[src/plpds_ram.sv]
module plpds_ram #(
    parameter int WIDTH = 64,
    parameter int DEPTH = 16
) (
    input  logic                     clk,
    input  logic                     we,
    input  logic [$clog2(DEPTH)-1:0] waddr,
    input  logic [WIDTH-1:0]         wdata,
    input  logic [$clog2(DEPTH)-1:0] raddr,
    output logic [WIDTH-1:0]         rdata
);

    logic [WIDTH-1:0] mem [DEPTH];

    always_ff @(posedge clk)
    begin
        if (we)
        begin
            mem[waddr] <= wdata;
        end
        rdata <= mem[raddr];
    end

endmodule

[config.mk]
export PLATFORM = sky130hd
export DESIGN_NAME = plpds_ram
export DESIGN_NICKNAME = d
export VERILOG_FILES = /design/src/plpds_ram.sv
export SDC_FILE = /design/constraint.sdc
export NUM_CORES = 1
export LEC_CHECK = 0
export ABC_AREA = 0
export BUFFER_PORTS_ARGS = -buffer_cell sky130_fd_sc_hd__buf_2
export CAP_MARGIN = 25
export CORE_ASPECT_RATIO = 0.7
export CORE_MARGIN = 2
export CORE_UTILIZATION = 50
export CTS_BUF_LIST = sky130_fd_sc_hd__clkbuf_4 sky130_fd_sc_hd__clkbuf_8
export CTS_CLUSTER_SIZE = 10
export DETAILED_ROUTE_END_ITERATION = 12
export PLACE_DENSITY = 0.68
export SLEW_MARGIN = 30
export SYNTH_ARGS = -nofsm -noshare
export SYNTH_HDL_FRONTEND = slang
export SYNTH_SLANG_ARGS = --single-unit
export TNS_END_PERCENT = 100
[constraint.sdc]
create_clock -name clk -period 5.3 [get_ports clk]
set_clock_uncertainty 0.1 [all_clocks]
set_input_delay 0.265 -clock clk [delete_from_list [all_inputs] [get_ports clk]]
set_output_delay 0.265 -clock clk [all_outputs]
set_load 0.01 [all_outputs]
==> summary.md <==
| Metric | Value |
|---|---|
| Synth top area share | 0.777 |
| Total GRT Usage | 0.210 |
| Most common cell in the netlist | edfxtp_1 |
| RSZ-0062 raised after global routing | false |
| Max VDD drop | about 0.00023 V |
| CORE AREA | slightly below 80,000 µm² |
| DRC violation count after routing | 0 |
| Layout cells sized above 1 | 0.349 |
| Top Ports | 138 |
| Placed Cells | 2,800 |
| Max Cap Violations | 0 |
| Reg2reg start | mem[11][11]$_DFFE_PP_ |
| Largest net degree at the start of global routing | around 110 |
| Worst setup margin | approximately 3.3 ns |
| Crit end category | register |
| Syn Nets | 1,721 |
| Clk slew on worst S/H paths | around 0.060 ns |
| Post-DRT Antenna Nets | 0 |
| Clock sink count | between 1,000 and 1,500 |
| Hold path depth | 4 |
| Netlist Area Pre-Place | between 30,000 and 40,000 µm² |
| Dpl ws | between 2 and 2.5 ns |
| Mapped Avg Cell Area | between 20 and 25 µm² |
| Fin crit share | 0.375 |
| Die ar. | approximately 81,000 µm² |
| Critical path required time | 5.63 ns |
| Number of flops mapped to enable cells by yosys | between 1,000 and 1,500 |
| Buffers on Ports | ~140 |
| Via count | between 15,000 and 20,000 |
| Clock H-tree levels | 4 |
| Slew Viols, Final | 0 |
| Area of the multi-input gates | about 7300 µm² |
| CTS buffer count | about 160 |
| Post-synth top flop | edfxtp_1 |
| Max FO, Critical Path | 25 |
| Die Width | about 340 µm |
| FF-to-FF path depth | 3 |
| Total negative slack | 0 ns |
| Fin. Hold Viols | 0 |
| Cells after Synth | about 1,600 |
| Synth top area cells | edfxtp_1, mux4_2, dfxtp_1, a22oi_1, nand2_1 |
| Critical path type | in2reg |
| Slew @ Worst Pin | between 0.9 and 1 ns |
| Cell taking the most area after synthesis | edfxtp_1 |
| Area Growth Syn to Fin | 15.7% |
| Syn. warnings | 0 |
| Highest Clock Rate | slightly above 500 MHz |
| Drt first pass iters | 5 |
| Fill cells | 5,616 |
| Reg-to-reg slack, setup | 3.57 ns |
| Pwr/cell area | 381 nW/µm² |
| Synth cell count leaders | edfxtp_1, mux4_2, a22oi_1 |
| Post-synth ARST share | 0 |
| CTS tree | yes |
| Nets | around 2,000 |
| # rows | 86 |
| Yosys cell types | 18 |
| Register area | approximately 32,000 µm² |
| Area post-placement | between 40,000 and 50,000 µm² |
| First DRT Iteration DRCs | between 2,000 and 2,500 |
| Initial antenna violation count | 5 |
| Final setup vio count | 0 |
| Vias in the first global route | ~20,000 |
| Post-Route WL | 83.3 mm |
| Hold Path Class | in2reg |
| Design Power | roughly 17,000 µW |
| Seq cells post-synth | approximately 1,100 |
| Detailed placement HPWL | about 42 mm |
| Status | finished, final reports clean |
| Reg-to-Reg End | rdata[11]$_DFF_P_ |
| Die height | 239 µm |
| Clk_lat worst skew | 0.82 ns |
| CP arrival | about 2.3 ns |
| Final instance area | 45,800 µm² |
| RePlAce Congestion | around 0.73 |
| Post-route insts no fill | 3,168 |
| Setup Fix Bufs, Post-CTS | 0 |
| Leak Pwr | between 0.01 and 0.015 µW |
| Post-DR vias/cell | roughly 5.8 |
| Max clock buf depth | 3 |
| Initial core utilization | 0.504 |
| Slew HR | 0.353 |
| Drt wl/cell | 26.3 µm |
| Min Tclk post-route | between 1.5 and 2 ns |
| Global-route wire length before repair | ~130 mm |
| Hold path start | raddr[0] |
| Clock root buffer | clkbuf_8 |
| WHS Endpoint | rdata[5]$_DFF_P_ |
| Critical Path Start Type | primary input |
| Total gr overflow | 0 |
| Sequential area share after synthesis | 0.809 |
## cell type report
cell class,instances,area share
multi-input combinational,475,0.159
antenna,2,0.000109
tap,1056,0.0289
sequential,1088,0.700
clock inverter,61,0.00992
timing repair buffer,248,0.0407
clock buffer,238,0.0623
## metal layers
metal / vias up / track usage / part of all wire
met5: - / 0 / 0
met4: 0 / 0.0626 / 0.016
met3: 109 / 0.0494 / 0.083
met1: 9912 / 0.303 / 0.43
li1: 7737 / - / -
met2: 761 / 0.324 / 0.47
## through the flow
step,hold slack (ns),utilization
4_1_cts,0.00396,0.582
3_5_place_dp,0.552,0.532
3_3_place_gp,0.536,0.530
6_report,0.0436,0.583
5_1_grt,0.0451,0.583
2_1_floorplan,0.264,-
## power breakdown
part | total, µW | switching [µW] | leakage, µW | internal, µW
combinational | 881 | 512 | 0.00334 | 369
clock | 6860 | 3180 | 0.00176 | 3680
sequential | 9680 | 65.5 | 0.00979 | 9620
## cell families (layout without fill, tap and decap cells)
logic type	Yosys count	count (layout)	synth area share
buffers and inverters	84	547	0.0114
AO/OA/AOI/OAI	128	128	0.0243
AND/OR/NAND/NOR	91	91	0.00942
flip-flops	1088	1088	0.809
multiplexers	256	256	0.146
other	0	2	0
## worst max-delay path: stages
cell and delay (ns):
buf_2 0.11, or3b_2 0.60, nor2_4 0.75, buf_4 0.57
## timing repair
item	in CTS	in global routing
resized for setup	0	0
hold endpoints to repair	1024	0
hold buffers	64	0
## flip-flops by register name (all words and copies together) (netlist names)
signal and flops:
rdata 64, mem 1024
## cells in the final DEF (no fill, tap or decap), types with 7 or more instances in the layout
master	count
edfxtp_1	1024
mux4_2	256
clkbuf_8	170
buf_2	135
a22oi_1	128
clkbuf_4	68
nand2_1	65
dlygate4sd3_1	64
dfxtp_1	64
buf_4	32
clkinv_1	23
clkinv_2	20
nor2_4	13
buf_6	7
## worst max-delay path by stage
stage / from / end / slack [ns] / cells after the start
finish: waddr[2] / mem[2][3]$_DFFE_PP_ / 3.31 / 4
floorplan: waddr[2] / mem[1][0]$_DFFE_PP_ / 1.24 / 2
detailed placement: raddr[0] / rdata[20]$_DFF_P_ / 2.45 / 5
global route: waddr[2] / mem[2][3]$_DFFE_PP_ / 3.24 / 4
CTS: waddr[2] / mem[2][3]$_DFFE_PP_ / 3.34 / 4
global placement: raddr[0] / rdata[20]$_DFF_P_ / 2.48 / 5
No activity file was read; power rests on OpenSTA's default activity.
