**src/plpds_pkg.sv**
```systemverilog
package plpds_pkg;

    localparam int MAX_POINTS = 16;
    localparam int ADDR_W     = $clog2(MAX_POINTS);
    localparam int CNT_W      = $clog2(MAX_POINTS + 1);
    localparam int GUARD_BITS = 16;

    // Shared shift-subtract unit sizing
    localparam int SRC_W      = 130;
    localparam int REM_W      = 66;
    localparam int QUO_W      = 129;
    localparam int STEP_W     = 8;
    localparam int DIV1_STEPS = 129;
    localparam int DIV2_STEPS = 81;
    localparam int SQRT_STEPS = 64;

    typedef enum logic [1:0] {
        ST_OK        = 2'd0,
        ST_EMPTY     = 2'd1,
        ST_FULL      = 2'd2,
        ST_ZERO_AREA = 2'd3
    } status_t;

    typedef enum logic {
        FN_ADD    = 1'b0,
        FN_SAMPLE = 1'b1
    } func_t;

    typedef enum logic {
        MODE_DIV  = 1'b0,
        MODE_SQRT = 1'b1
    } unit_mode_t;

    typedef enum logic {
        PASS_SUM  = 1'b0,
        PASS_WALK = 1'b1
    } pass_t;

    typedef struct packed {
        logic                 start;
        unit_mode_t           mode;
        logic [STEP_W-1:0]    steps;
        logic [SRC_W-1:0]     src;
        logic [63:0]          divisor;
    } unit_req_t;

    typedef struct packed {
        logic                 done;
        logic [QUO_W-1:0]     q;
    } unit_rsp_t;

    typedef struct packed {
        logic [31:0] dens;
        logic [31:0] pos;
    } entry_t;

    typedef enum logic [4:0] {
        S_IDLE,
        S_ADD_RD,
        S_ADD_CMP,
        S_SEG_RD0,
        S_SEG_LD0,
        S_SEG_LD1,
        S_SEG_MUL,
        S_SEG_ACC,
        S_LAST_RD,
        S_LAST_LD,
        S_R_MUL0,
        S_R_MUL1,
        S_R_ADD,
        S_K_MUL0,
        S_K_MUL1,
        S_D_MUL,
        S_DIV1_START,
        S_DIV1_WAIT,
        S_SQ_WAIT,
        S_DIV2_WAIT,
        S_DONE
    } state_t;

endpackage

```
**src/plpds_serial.sv**
```systemverilog
module plpds_serial
    import plpds_pkg::*;
(
    input  logic      clk,
    input  logic      rst_n,
    input  unit_req_t req,
    output unit_rsp_t rsp
);

    logic              busy_reg, busy_next;
    logic              done_reg, done_next;
    unit_mode_t        mode_reg, mode_next;
    logic [STEP_W-1:0] cnt_reg, cnt_next;
    logic [SRC_W-1:0]  src_reg, src_next;
    logic [REM_W-1:0]  rem_reg, rem_next;
    logic [QUO_W-1:0]  q_reg, q_next;
    logic [63:0]       div_reg, div_next;

    logic [REM_W-1:0]  rem_sh;
    logic [REM_W-1:0]  trial;
    logic              take;

    always_comb
    begin
        if (mode_reg == MODE_DIV)
        begin
            rem_sh = {rem_reg[REM_W-2:0], src_reg[SRC_W-1]};
            trial  = {2'b00, div_reg};
        end
        else
        begin
            rem_sh = {rem_reg[REM_W-3:0], src_reg[SRC_W-1:SRC_W-2]};
            trial  = {q_reg[63:0], 2'b01};
        end
        take = (rem_sh >= trial);

        busy_next = busy_reg;
        done_next = 1'b0;
        mode_next = mode_reg;
        cnt_next  = cnt_reg;
        src_next  = src_reg;
        rem_next  = rem_reg;
        q_next    = q_reg;
        div_next  = div_reg;

        if (req.start)
        begin
            busy_next = 1'b1;
            mode_next = req.mode;
            cnt_next  = req.steps;
            src_next  = req.src;
            rem_next  = '0;
            q_next    = '0;
            div_next  = req.divisor;
        end
        else if (busy_reg)
        begin
            // one quotient or root bit per cycle
            src_next = (mode_reg == MODE_DIV) ? {src_reg[SRC_W-2:0], 1'b0}
                                              : {src_reg[SRC_W-3:0], 2'b00};
            rem_next = take ? (rem_sh - trial) : rem_sh;
            q_next   = {q_reg[QUO_W-2:0], take};
            cnt_next = cnt_reg - STEP_W'(1);
            if (cnt_reg == STEP_W'(1))
            begin
                busy_next = 1'b0;
                done_next = 1'b1;
            end
        end
    end

    always_ff @(posedge clk or negedge rst_n)
    begin
        if (!rst_n)
        begin
            busy_reg <= 1'b0;
            done_reg <= 1'b0;
        end
        else
        begin
            busy_reg <= busy_next;
            done_reg <= done_next;
        end
    end

    always_ff @(posedge clk)
    begin
        mode_reg <= mode_next;
        cnt_reg  <= cnt_next;
        src_reg  <= src_next;
        rem_reg  <= rem_next;
        q_reg    <= q_next;
        div_reg  <= div_next;
    end

    assign rsp.done = done_reg;
    assign rsp.q    = q_reg;

endmodule

```
**config.mk**
```make
export PLATFORM = sky130hd
export DESIGN_NAME = plpds_serial
export DESIGN_NICKNAME = d
export VERILOG_FILES = /design/src/plpds_pkg.sv /design/src/plpds_serial.sv
export SDC_FILE = /design/constraint.sdc
export NUM_CORES = 1
export LEC_CHECK = 0
export BUFFER_PORTS_ARGS = -buffer_cell sky130_fd_sc_hd__buf_4
export CORE_ASPECT_RATIO = 0.5
export CORE_MARGIN = 2
export CORE_UTILIZATION = 23
export DETAILED_ROUTE_END_ITERATION = 10
export REMOVE_ABC_BUFFERS = 1
export SLEW_MARGIN = 10
export SYNTH_ARGS = -nofsm -noshare
export SYNTH_HDL_FRONTEND = slang
export SYNTH_SLANG_ARGS = --single-unit
```
**constraint.sdc**
```tcl
create_clock -name clk -period 5.8 [get_ports clk]
set_input_delay 1.16 -clock clk [delete_from_list [all_inputs] [get_ports clk]]
set_output_delay 1.16 -clock clk [all_outputs]
set_load 0.005 [all_outputs]
```
==> results.md, run 1 <==
- Clk_skew: just over 0.04 ns
- Total number of yosys warnings: 0
- Layout cells sized above 1: between 20% and 30%
- Netlist cell types: 73
- Cells after DPL: about 3600
- CP Data Arrival Time: 5.16 ns
- VDD IR max: slightly below 0.4 mV
- Reg2reg path depth: 13
- Pwr/cell area: 386.3 nW/um2
- Largest net degree at the start of global routing: 195
- I/O pin total: about 340
- CP top delay family: simple AND/OR/NAND/NOR gates
- Vias in the first global route: 16770
- Crit. End Element: flip-flop
- Sequential Area: about 10000 um2
- Relative slew slack: 27.69%
- Post-Syn Area per Cell: approximately 9.9 um2
- Tightest Pin Transition: 1.082 ns
- Port Buffers: 335
- Finished Layout Cells: 3723
- Final hold vios: 0
- Clock slew at reported path FFs: 0.07 ns
- Clock Sinks: 399
- Post-DP HPWL: between 40000 and 50000 um
- CP max FO: 60
- Gpl congestion: between 0.8 and 0.9
- Finished layout cell area: 26840 um2
- First drt pass iteration count: 5
- CP Launch Type: flip-flop
- Net Sw Power: 3.705 mW
- Multi-input logic area: about 11000 um2
- Fin util: 28.80%
- Die Y: between 200 and 250 um
- Combinational share of power: 37.0%
- DRC viols: 0
- Leakage power: 12.02 nW
- Initial core utilization: 23.25%
- Switching share of power: 35.73%
- Internal: 6.665 mW
- Vias: roughly 17000
- Row Count: 79
- Post-placement cell area: 25310 um2
- Max-slew violation count: 0
- Via density: 4.571
- Crit-path max cell delay: slightly below 0.5 ns
- Post-route setup TNS: 0 ns
- Post-synth top area cell: edfxtp_1
- Hold_buf cts: 0
- Synthesized area: 21680 um2
- DIE AREA: 96860 um2
- Class of the worst hold path: in -> async
- EDFF count, synth: around 200
- Crit Path Category: reg -> reg
- DR WL/cell: 16.34 um
- Sequential Power Share: 34.0%
- Sequential element share of the synthesized area: 46.27%
- Worst-path cell chain: buf_12, mux2_2, ha_1, nand4_1, nor3_1, o2111ai_1, a31oi_1, nor3_2, a2111oi_4, o21ai_4, nand2_4, nand2_1, o211ai_1
- Synth Flop Type: edfxtp_1
- Detail Route Antenna Nets: 0
- Latest clock arrival within the worst-skew pair: ~0.6 ns
- Synth Instances: 2184
- Fin crit period: 4.659 ns
- Synthesized flop and latch total: 399
- CTS tree: yes
- Iter 0 DRT Violations: about 1100
- Global-route wire length before repair: between 90000 and 100000 um
- Worst path slowest cell: nand2_4
- Buf/Inv on CP: 1
- Top cells by area, synth: edfxtp_1 (28%), dfxtp_1 (18%), mux2i_1 (15%)
- Cell depth of the worst setup path: 13
- Req. time, crit path: 6.30 ns
- Cts bufs inserted: 43
- Fmax: 214.7 MHz
- Routed Wire Length: 60830 um
- Fill count: about 9700
- Fraction of registers with async set/reset: less than 1%
- Clock power frac: 29.0%
- GRT Util Overall: 12.00%
- Die W: about 440 um
- Max FFs per register: 130
- Post-cts resize count: 0
- Core box area: 93210 um2
- Layout Nets: 2701
- Total grt overflow: 0
- Layout area overhead: 23.83%
- Status: finished clean
- Setup Buffers After CTS: 0
- Clock root buffer: clkbuf_16
- Max Cap Viol: 0
- Clk buf depth: 3
- Hold_ws: 0.3389 ns
- Top-area cell type share of the netlist area: between 20% and 30%
- Final setup violation count: 0
- CTS H-tree lvls: 2
- Initial antenna violation count: 15
- Final period utilization: roughly four fifths
- RSZ-0062 raised after global routing: false
## synthesized netlist by cell type, drive strengths merged, types with 41 or more instances
library cell	instances
o21ai	183
a21oi	83
a311oi	50
buf	43
nor2	228
xnor2	41
ha	68
edfxtp	203
mux2i	328
clkbuf	111
dfxtp	194
nand2	303
mux2	64
## per-stage QoR
stage                     worst slack [ns]  power, mW
after floorplan                     -5.893      6.457
after global placement               1.306      7.361
after detailed placement             1.151      7.387
after CTS                            1.132      10.46
after global routing                0.7125      11.05
final                                1.141      10.37
## power by group through the flow
| stage | Sequential (mW) | Combinational (mW) | Clock (mW) |
|---|---|---|---|
| after floorplan | 3.55 | 2.90 | 0 |
| after global placement | 3.57 | 3.79 | 0 |
| after detailed placement | 3.58 | 3.81 | 0 |
| after CTS | 3.52 | 3.83 | 3.11 |
| after global routing | 3.56 | 4.27 | 3.22 |
| final | 3.52 | 3.84 | 3.01 |
## kinds of logic (layout without fill, tap and decap cells)
group | Yosys count | after routing | share of synthesized area (%)
other cells | 0 | 11 | 0
mux | 392 | 392 | 18.47
compound gates | 442 | 442 | 12.94
buf+inv | 179 | 452 | 3.429
xor+xnor | 63 | 63 | 2.546
flops | 399 | 399 | 46.27
simple gates | 640 | 640 | 12.33
fa+ha+maj | 69 | 69 | 4.018
## metal layers
metal / global-route usage, % / routed length (um) / part of all wire (%)
met5: 0 / 12 / 0.020
met4: 4.961 / 1899 / 3.1
met1: 14.17 / 25540 / 42
met3: 1.583 / 1746 / 2.9
met2: 21.80 / 31630 / 52
## final timing paths
path	startpoint	endpoint	slack, ns
max	mode_reg	rem_reg[40]	1.14
min	rst_n	busy_reg	0.34
max reg2reg	mode_reg	rem_reg[40]	1.14
min reg2reg	rem_reg[55]	rem_reg[55]	0.48
max in group asynchronous	rst_n	busy_reg	5.36
min in group clk	rem_reg[55]	rem_reg[55]	0.48
## cells in the final DEF, fill, tap and decap left out, types with 9 or more instances in the layout
master / count
buf_4: 345
a32oi_1: 11
o21ai_1: 9
nor2_1: 227
xor2_1: 22
o211ai_1: 11
o21ai_0: 173
mux2_2: 64
a21oi_1: 82
and3_1: 10
nor3_1: 15
a311oi_1: 50
o21bai_1: 14
edfxtp_1: 203
nand3_1: 13
dfxtp_1: 194
mux2i_1: 328
clkbuf_16: 44
inv_1: 24
ha_1: 68
nand4_1: 27
xnor2_1: 41
o21a_1: 11
diode_2: 11
nand2_1: 302
a21o_1: 27
## area by class of cell
type	count	share of cell area (%)
well taps	1255	5.850
inverters	25	0.3683
diodes	11	0.1026
multi-input cells	1606	40.63
clock buffers	55	4.405
clock inverters	21	1.184
repair buffers	351	10.08
flip-flops and latches	399	37.38
(Power assumes the default switching activity.)
==> run 2, diff against run 1 <==
--- a/config.mk
+++ b/config.mk
@@ -5,6 +5,7 @@
 export SDC_FILE = /design/constraint.sdc
 export NUM_CORES = 1
 export LEC_CHECK = 0
+export ABC_AREA = 1
 export BUFFER_PORTS_ARGS = -buffer_cell sky130_fd_sc_hd__buf_4
 export CORE_ASPECT_RATIO = 0.5
 export CORE_MARGIN = 2
==> constraint.sdc (replaced) <==
create_clock -name clk -period 4.43 [get_ports clk]
set_input_delay 0.886 -clock clk [delete_from_list [all_inputs] [get_ports clk]]
set_output_delay 0.886 -clock clk [all_outputs]
set_load 0.005 [all_outputs]
==> run 2 against run 1 <==
Largest power group unchanged. Area after synthesis grew 7.1%. Critical path depth grew 2. Routed wire length is 30% higher. Sequential power rose by 31%. Clock power increased by 27%. Worst setup slack got worse by 0.72 ns. Non-clock buffer count increased by 36. Hold slack worse by 0.28 ns.
==> results.md, run 2 <==
- Status: finished clean
- Final setup violation count: 0 (unchanged)
- Crit. End Element: flip-flop
- Tightest Pin Transition: 0.9907 ns (-0.09180 ns)
- Synth Flop Type: edfxtp_1
- Net Sw Power: 5.974 mW (+61%)
- Top-count cell post-synth: nand2_1
- Commonest non-fill, non-tap cells in the layout: nand2_1 (903), inv_1 (466), nor2_1 (380)
- CTS tree: yes
- Clock power frac: 26.2% (-2.8 points)
- Combinational share of power: 42.1% (+5.1 points)
- Total number of yosys warnings: 0 (unchanged)
- DRC viols: 0 (unchanged)
- Pwr/cell area: 504.1 nW/um2 (+30%)
- Initial antenna violation count: 8 (-7)
- Vias in the first global route: 21150 (+26%)
- RSZ-0062 raised after global routing: false
- Layout cells sized above 1: 13.91% (-6.4 points)
- Clk buf depth: 3 (unchanged)
- Synth cell count leaders: nand2_1 (903), inv_1 (470), nor2_1 (380), a21oi_1 (347), edfxtp_1 (203)
- Top-area cell type share of the netlist area: 26.25% (-1.9 points)
- Latest clock arrival within the worst-skew pair: 0.61 ns (+0.02 ns)
- Clk_skew: 0.02803 ns (-0.01248 ns)
- Vias: 22240 (+31%)
- Largest net degree at the start of global routing: 140 (-28%)
- Class of the worst hold path: in -> async
- Internal: 8.572 mW (+29%)
- Clock root buffer: clkbuf_16
- Netlist cell types: 44 (-40%)
- Die Y: 228.7 um (+3.4%)
- Cts bufs inserted: 44 (+2.3%)
- Fill count: 10990 (+13%)
- Fmax: 249.7 MHz (+16%)
- Max FFs per register: 130 (unchanged)
- Post-placement cell area: 27330 um2 (+7.9%)
- GRT Util Overall: 14.73% (+2.7 points)
- Layout area overhead: 24.28%
- CP max FO: 70 (+17%)
- Total power: 14.55 mW (+40%)
- Clock slew at reported path FFs: 0.06 ns (about the same)
- DR WL/cell: 15.95 um (-2.4%)
- Synth Instances: 3291 (+51%)
- Post-synth top area cell: edfxtp_1
- Fin util: 28.82% (about the same)
- Commonest non-fill, non-tap cell in the layout: nand2_1
- First drt pass iteration count: 6 (+1)
- Switching share of power: 41.07% (+5.3 points)
- Sequential element share of the synthesized area: 43.19% (-3.1 points)
- Layout Nets: 3849 (+43%)
- Iter 0 DRT Violations: 1696 (+59%)
- Fin crit period: 4.005 ns (-0.6542 ns)
- CP Data Arrival Time: 4.51 ns (-0.65 ns)
- Final hold vios: 0 (unchanged)
- Total grt overflow: 0 (unchanged)
- Initial core utilization: 23.19% (-0.066 points)
- Port Buffers: 335 (unchanged)
- Hold_buf cts: 0 (unchanged)
- Clock Sinks: 399 (unchanged)
- CP Launch Type: flip-flop
- Max-slew violation count: 0 (unchanged)
- Die W: 453.3 um (+3.5%)
- Synthesized flop and latch total: 399 (unchanged)
- Max Cap Viol: 0 (unchanged)
- Post-Syn Area per Cell: 7.056 um2 (-29%)
- Synthesized area: 23220 um2 (+7.1%)
- Routed Wire Length: 79120 um (+30%)
- Gpl congestion: 0.9729 (+11%)
- Top cells by area, synth: edfxtp_1 (26%), dfxtp_1 (17%), nand2_1 (15%)
- EDFF count, synth: 203 (unchanged)
- Crit Path Category: reg -> reg
- Sequential Power Share: 31.7% (-2.3 points)
- Post-DP HPWL: 60290 um (+38%)
- Leakage power: 13.26 nW (+10%)
- Final period utilization: 90.40% (+10 points)
- Via density: 4.484 (-1.9%)
- VDD IR max: 0.2799 mV (-29%)
- I/O pin total: 336 (unchanged)
- Relative slew slack: 33.96% (+6.3 points)
- Detail Route Antenna Nets: 0 (unchanged)
- DIE AREA: 103700 um2 (+7.0%)
- Row Count: 82 (+3.8%)
- Global-route wire length before repair: 121400 um (+28%)
- CTS H-tree lvls: 2 (unchanged)
- Fraction of registers with async set/reset: 0.5013% (unchanged)
- Core box area: 100100 um2 (+7.4%)
- Finished layout cell area: 28860 um2 (+7.5%)
- Req. time, crit path: 4.94 ns (-1.36 ns)
- Hold_ws: 0.05678 ns (-0.2821 ns)
run 2: timing repair:
action,CTS,global route
endpoints found under the hold margin,0,0
resized for setup,0,1
setup buffers,0,0
setup endpoints to repair,0,53
run 2: logic make-up (layout without fill, tap and decap cells):
logic type / after synthesis / in the layout / share of synthesized area, %
mux: 15 / 15 / 0.6466
flops: 399 / 399 / 43.19
fa+ha+maj: 69 / 69 / 3.750
buf+inv: 624 / 943 / 10.39
simple gates: 1509 / 1509 / 26.22
other cells: 0 / 6 / 0
xor+xnor: 4 / 4 / 0.1509
compound gates: 671 / 671 / 15.65
run 2: path summary, 6_finish.rpt:
| check | startpoint | end | slack [ns] | cells past startpoint |
|---|---|---|---|---|
| min reg2reg | rem_reg[61] | rem_reg[61] | 0.45 | 2 |
| max in group asynchronous | rst_n | busy_reg | 4.28 | 1 |
| min in group clk | req[28] | div_reg[28] | 0.45 | 1 |
| max | mode_reg | rem_reg[12] | 0.43 | 15 |
| max reg2reg | mode_reg | rem_reg[12] | 0.43 | 15 |
| min | rst_n | busy_reg | 0.06 | 1 |
run 2: power groups by stage:
| stage | Clock (mW) | Combinational [mW] | Sequential, mW |
|---|---|---|---|
| final | 3.81 | 6.13 | 4.61 |
| after global routing | 4.06 | 6.92 | 4.66 |
| after CTS | 3.92 | 6.08 | 4.61 |
| after detailed placement | 0 | 6.05 | 4.68 |
| after global placement | 0 | 6.03 | 4.67 |
| after floorplan | 0 | 4.09 | 4.64 |
run 2: area by class of cell:
class	count	area, um2	area share (%)
Clock buffer	64	1281	4.440
Inverter	474	1797	6.226
Timing Repair Buffer	387	3038	10.53
Antenna cell	6	15.01	0.05203
Clock inverter	18	230.2	0.7978
Tap cell	1344	1682	5.828
Sequential cell	399	10030	34.76
Multi-Input combinational cell	2268	10780	37.37
run 2: critical path: stages (launching register included):
cell and delay [ns]:
edfxtp_1 0.43, buf_12 0.18, buf_12 0.17, o21ai_0 0.49, ha_1 0.40, a21oi_1 0.26
o21a_1 0.15, nand2_1 0.07, nand2_1 0.06, nand3_1 0.11, nor2_4 0.41, nand2_2 0.36
inv_2 0.16, buf_12 0.24, nand3_1 0.13, a21oi_1 0.22
run 2: per-stage QoR:
step,std cells,worst slack (ns),setup TNS (ns)
final,4960,0.4255,0
after global routing,4960,0.2212,0
after CTS,4954,0.2003,0
after detailed placement,4872,0.2602,0
after global placement,4872,0.2422,0
after floorplan,3141,-9.579,-2093.34
run 2: per-layer routing:
metal / GRT usage, % / share of wire (%)
met3: 1.697 / 3.9
met1: 18.70 / 44
met4: 4.973 / 3.0
met2: 25.81 / 49
met5: 0 / 0.054
==> run 3, diff against run 2 <==
--- a/config.mk
+++ b/config.mk
@@ -9,10 +9,10 @@
 export BUFFER_PORTS_ARGS = -buffer_cell sky130_fd_sc_hd__buf_4
 export CORE_ASPECT_RATIO = 0.5
 export CORE_MARGIN = 2
-export CORE_UTILIZATION = 23
+export CORE_UTILIZATION = 55
 export DETAILED_ROUTE_END_ITERATION = 10
+export PLACE_DENSITY = 0.77
 export REMOVE_ABC_BUFFERS = 1
-export SLEW_MARGIN = 10
 export SYNTH_ARGS = -nofsm -noshare
 export SYNTH_HDL_FRONTEND = slang
 export SYNTH_SLANG_ARGS = --single-unit
==> run 3 against run 2 <==
Worst setup slack gained 0.13 ns. Power shrank 4.0%. Maximum frequency grew 3.2%. Critical endpoint is now rem_reg[64]. Final area shrank 4.8%. Routed wire length shrank 7.2%. Core utilization grew 37 points.
==> results.md, run 3 (synthesis results as in run 2) <==
- Reg-to-reg slack, setup: 0.55 ns (+0.13 ns)
- Commonest non-fill, non-tap cells in the layout: nand2_1 (903), inv_1 (469), nor2_1 (380)
- Multi-input logic area: 10780 um2 (unchanged)
- Crit path launch: mode_reg
- Fill count: 3745 (-66%)
- Status: finished clean
- Layout area overhead: 18.29%
- VDD IR max: 0.3144 mV (+12%)
- DRC viols: 0 (unchanged)
- CP max FO: 31 (-56%)
- Vias: 22610 (+1.6%)
- Layout Nets: 3832 (-0.44%)
- Leakage power: 13.08 nW (-1.4%)
- Tightest Pin Transition: 0.9831 ns (-0.007548 ns)
- Routed Wire Length: 73440 um (-7.2%)
- DIE AREA: 43980 um2 (-58%)
- Core box area: 41840 um2 (-58%)
- Req. time, crit path: 4.88 ns (-0.06 ns)
- Iter 0 DRT Violations: 2407 (+42%)
- R2r endpoint: rem_reg[64]
- Die W: 294.6 um (-35%)
- RR Startpoint: mode_reg
- Die Y: 149.3 um (-35%)
- Reg2reg path depth: 18 (+3)
- Cells after DPL: 4095 (-16%)
- Worst path most repeated cell: nand2_1
- Crit Path Category: reg -> reg
- Layout cells sized above 1: 13.39% (-0.52 points)
- RSZ-0062 raised after global routing: false
- Vias in the first global route: 20740 (-1.9%)
- Commonest non-fill, non-tap cell in the layout: nand2_1
- Worst path slowest cell: edfxtp_1
- Cts bufs inserted: 37 (-16%)
- Fmax: 257.8 MHz (+3.2%)
- Sequential Area: 10030 um2 (unchanged)
- Post-placement cell area: 26260 um2 (-3.9%)
- Fin crit period: 3.879 ns (-0.1258 ns)
- Largest net degree at the start of global routing: 160 (+14%)
- Max Cap Viol: 0 (unchanged)
- Max-slew violation count: 0 (unchanged)
- Pwr/cell area: 508.4 nW/um2 (+0.86%)
- Gpl congestion: 1.074 (+10%)
- Initial antenna violation count: 1 (-7)
- Crit. End Element: flip-flop
- Via density: 5.429 (+21%)
- Latest clock arrival within the worst-skew pair: 0.56 ns (-0.05 ns)
- Worst-path cell chain: buf_4, buf_12, buf_4, o21ai_0, inv_1, ha_1, nand2_1, nor2_1, nand2_1, nor2_1, nand4_1, nand3_1, nor2_4, nand2_2, buf_12, or2_2, nand3_1, nand2_1
- Finished Layout Cells: 4164 (-16%)
- First drt pass iteration count: 5 (-1)
- CP Data Arrival Time: 4.33 ns (-0.18 ns)
- Clk_skew: 0.01802 ns (-0.01001 ns)
- DR WL/cell: 17.64 um (+11%)
- Finished layout cell area: 27470 um2 (-4.8%)
- Total grt overflow: 0 (unchanged)
- Final hold vios: 0 (unchanged)
- Final period utilization: 87.56% (-2.8 points)
- GRT Util Overall: 32.62% (+18 points)
- Clock slew at reported path FFs: 0.07 ns (about the same)
- Row Count: 53 (-35%)
- CP Launch Type: flip-flop
- Initial core utilization: 55.49% (+32 points)
- Class of the worst hold path: in -> async
- Post-route setup TNS: 0 ns (unchanged)
- Crit-path max cell delay: 0.45 ns (-0.04 ns)
- Clock root buffer: clkbuf_16
- Final setup violation count: 0 (unchanged)
- I/O pin total: 336 (unchanged)
- Clk buf depth: 3 (unchanged)
- Critical Path End: rem_reg[64]
- Global-route wire length before repair: 113000 um (-6.9%)
- CTS H-tree lvls: 2 (unchanged)
- Clock Sinks: 399 (unchanged)
- Max FFs per register: 130 (unchanged)
- Post-DP HPWL: 55040 um (-8.7%)
- Relative slew slack: 34.46% (+0.50 points)
- CTS tree: yes
- Port Buffers: 335 (unchanged)
- Detail Route Antenna Nets: 0 (unchanged)
[run 3: cell types whose count changed in the layout (fill, tap and decap cells not counted), sizes merged]
| cell | previous run | this run |
|---|---|---|
| buf | 387 | 376 |
| bufinv | 2 | 0 |
| clkbuf | 64 | 54 |
| clkinv | 10 | 8 |
| clkinvlp | 0 | 1 |
| diode | 6 | 1 |
[run 3: through the flow]
| stage | util (%) | power, mW | setup slack [ns] | hold WS (ns) |
|---|---|---|---|---|
| 3_3_place_gp | 62.76 | 10.58 | 0.4690 | 0.4397 |
| 6_report | 65.64 | 13.97 | 0.5512 | 0.09426 |
| 5_1_grt | 65.64 | 14.90 | 0.2415 | 0.08403 |
| 4_1_cts | 65.63 | 13.85 | 0.3482 | 0.07670 |
| 2_1_floorplan | - | 8.729 | -9.579 | 0.4258 |
| 3_5_place_dp | 62.76 | 10.63 | 0.3862 | 0.4420 |
[run 3: critical path, delay by kind of cell, from the launching register on]
kind | cells | cell delay [ns]
AOI/OAI and AO/OA | 1 | 0.21
adders and majority gates | 1 | 0.39
buffers and inverters | 5 | 0.85
DFF | 1 | 0.45
and+or+nand+nor | 11 | 1.79
[run 3: area by class of cell]
cell class                 instances  share of cell area (%)
sequential                       399                   36.52
tap                              577                   2.628
inverter                         474                   6.532
multi-input combinational       2268                   39.26
antenna                            1                0.009110
clock inverter                    15                  0.4009
timing repair buffer             377                   10.69
clock buffer                      53                   3.963
[run 3: what timing repair did]
action	in CTS	in global routing
setup endpoints to repair	0	19
gates resized for setup	0	1
hold buffers	0	0
setup buffers	0	0
[run 3: how the worst min path moves through the flow]
stage                     start     endpoint  cells after the start
floorplan           rem_reg[59]  rem_reg[59]                      2
global placement    rem_reg[45]  rem_reg[45]                      2
detailed placement  rem_reg[49]  rem_reg[49]                      2
CTS                       rst_n     done_reg                      1
global route              rst_n     done_reg                      1
finish                    rst_n     done_reg                      1
[run 3: layer usage]
| layer | GRT usage [%] | wire length, um | up-vias |
|---|---|---|---|
| li1 | - | - | 11200 |
| met1 | 47.08 | 33930 | 10520 |
| met2 | 49.38 | 31530 | 779 |
| met3 | 7.420 | 6200 | 112 |
| met4 | 8.342 | 1780 | 0 |
| met5 | 0 | 0 | - |
[run 3: power by group]
group	internal, mW	switching, mW	leakage [nW]
registers	4.35	0.260	3.67
clock network	1.74	1.48	0.602
logic	2.00	4.13	8.81
total	8.09	5.87	13.1
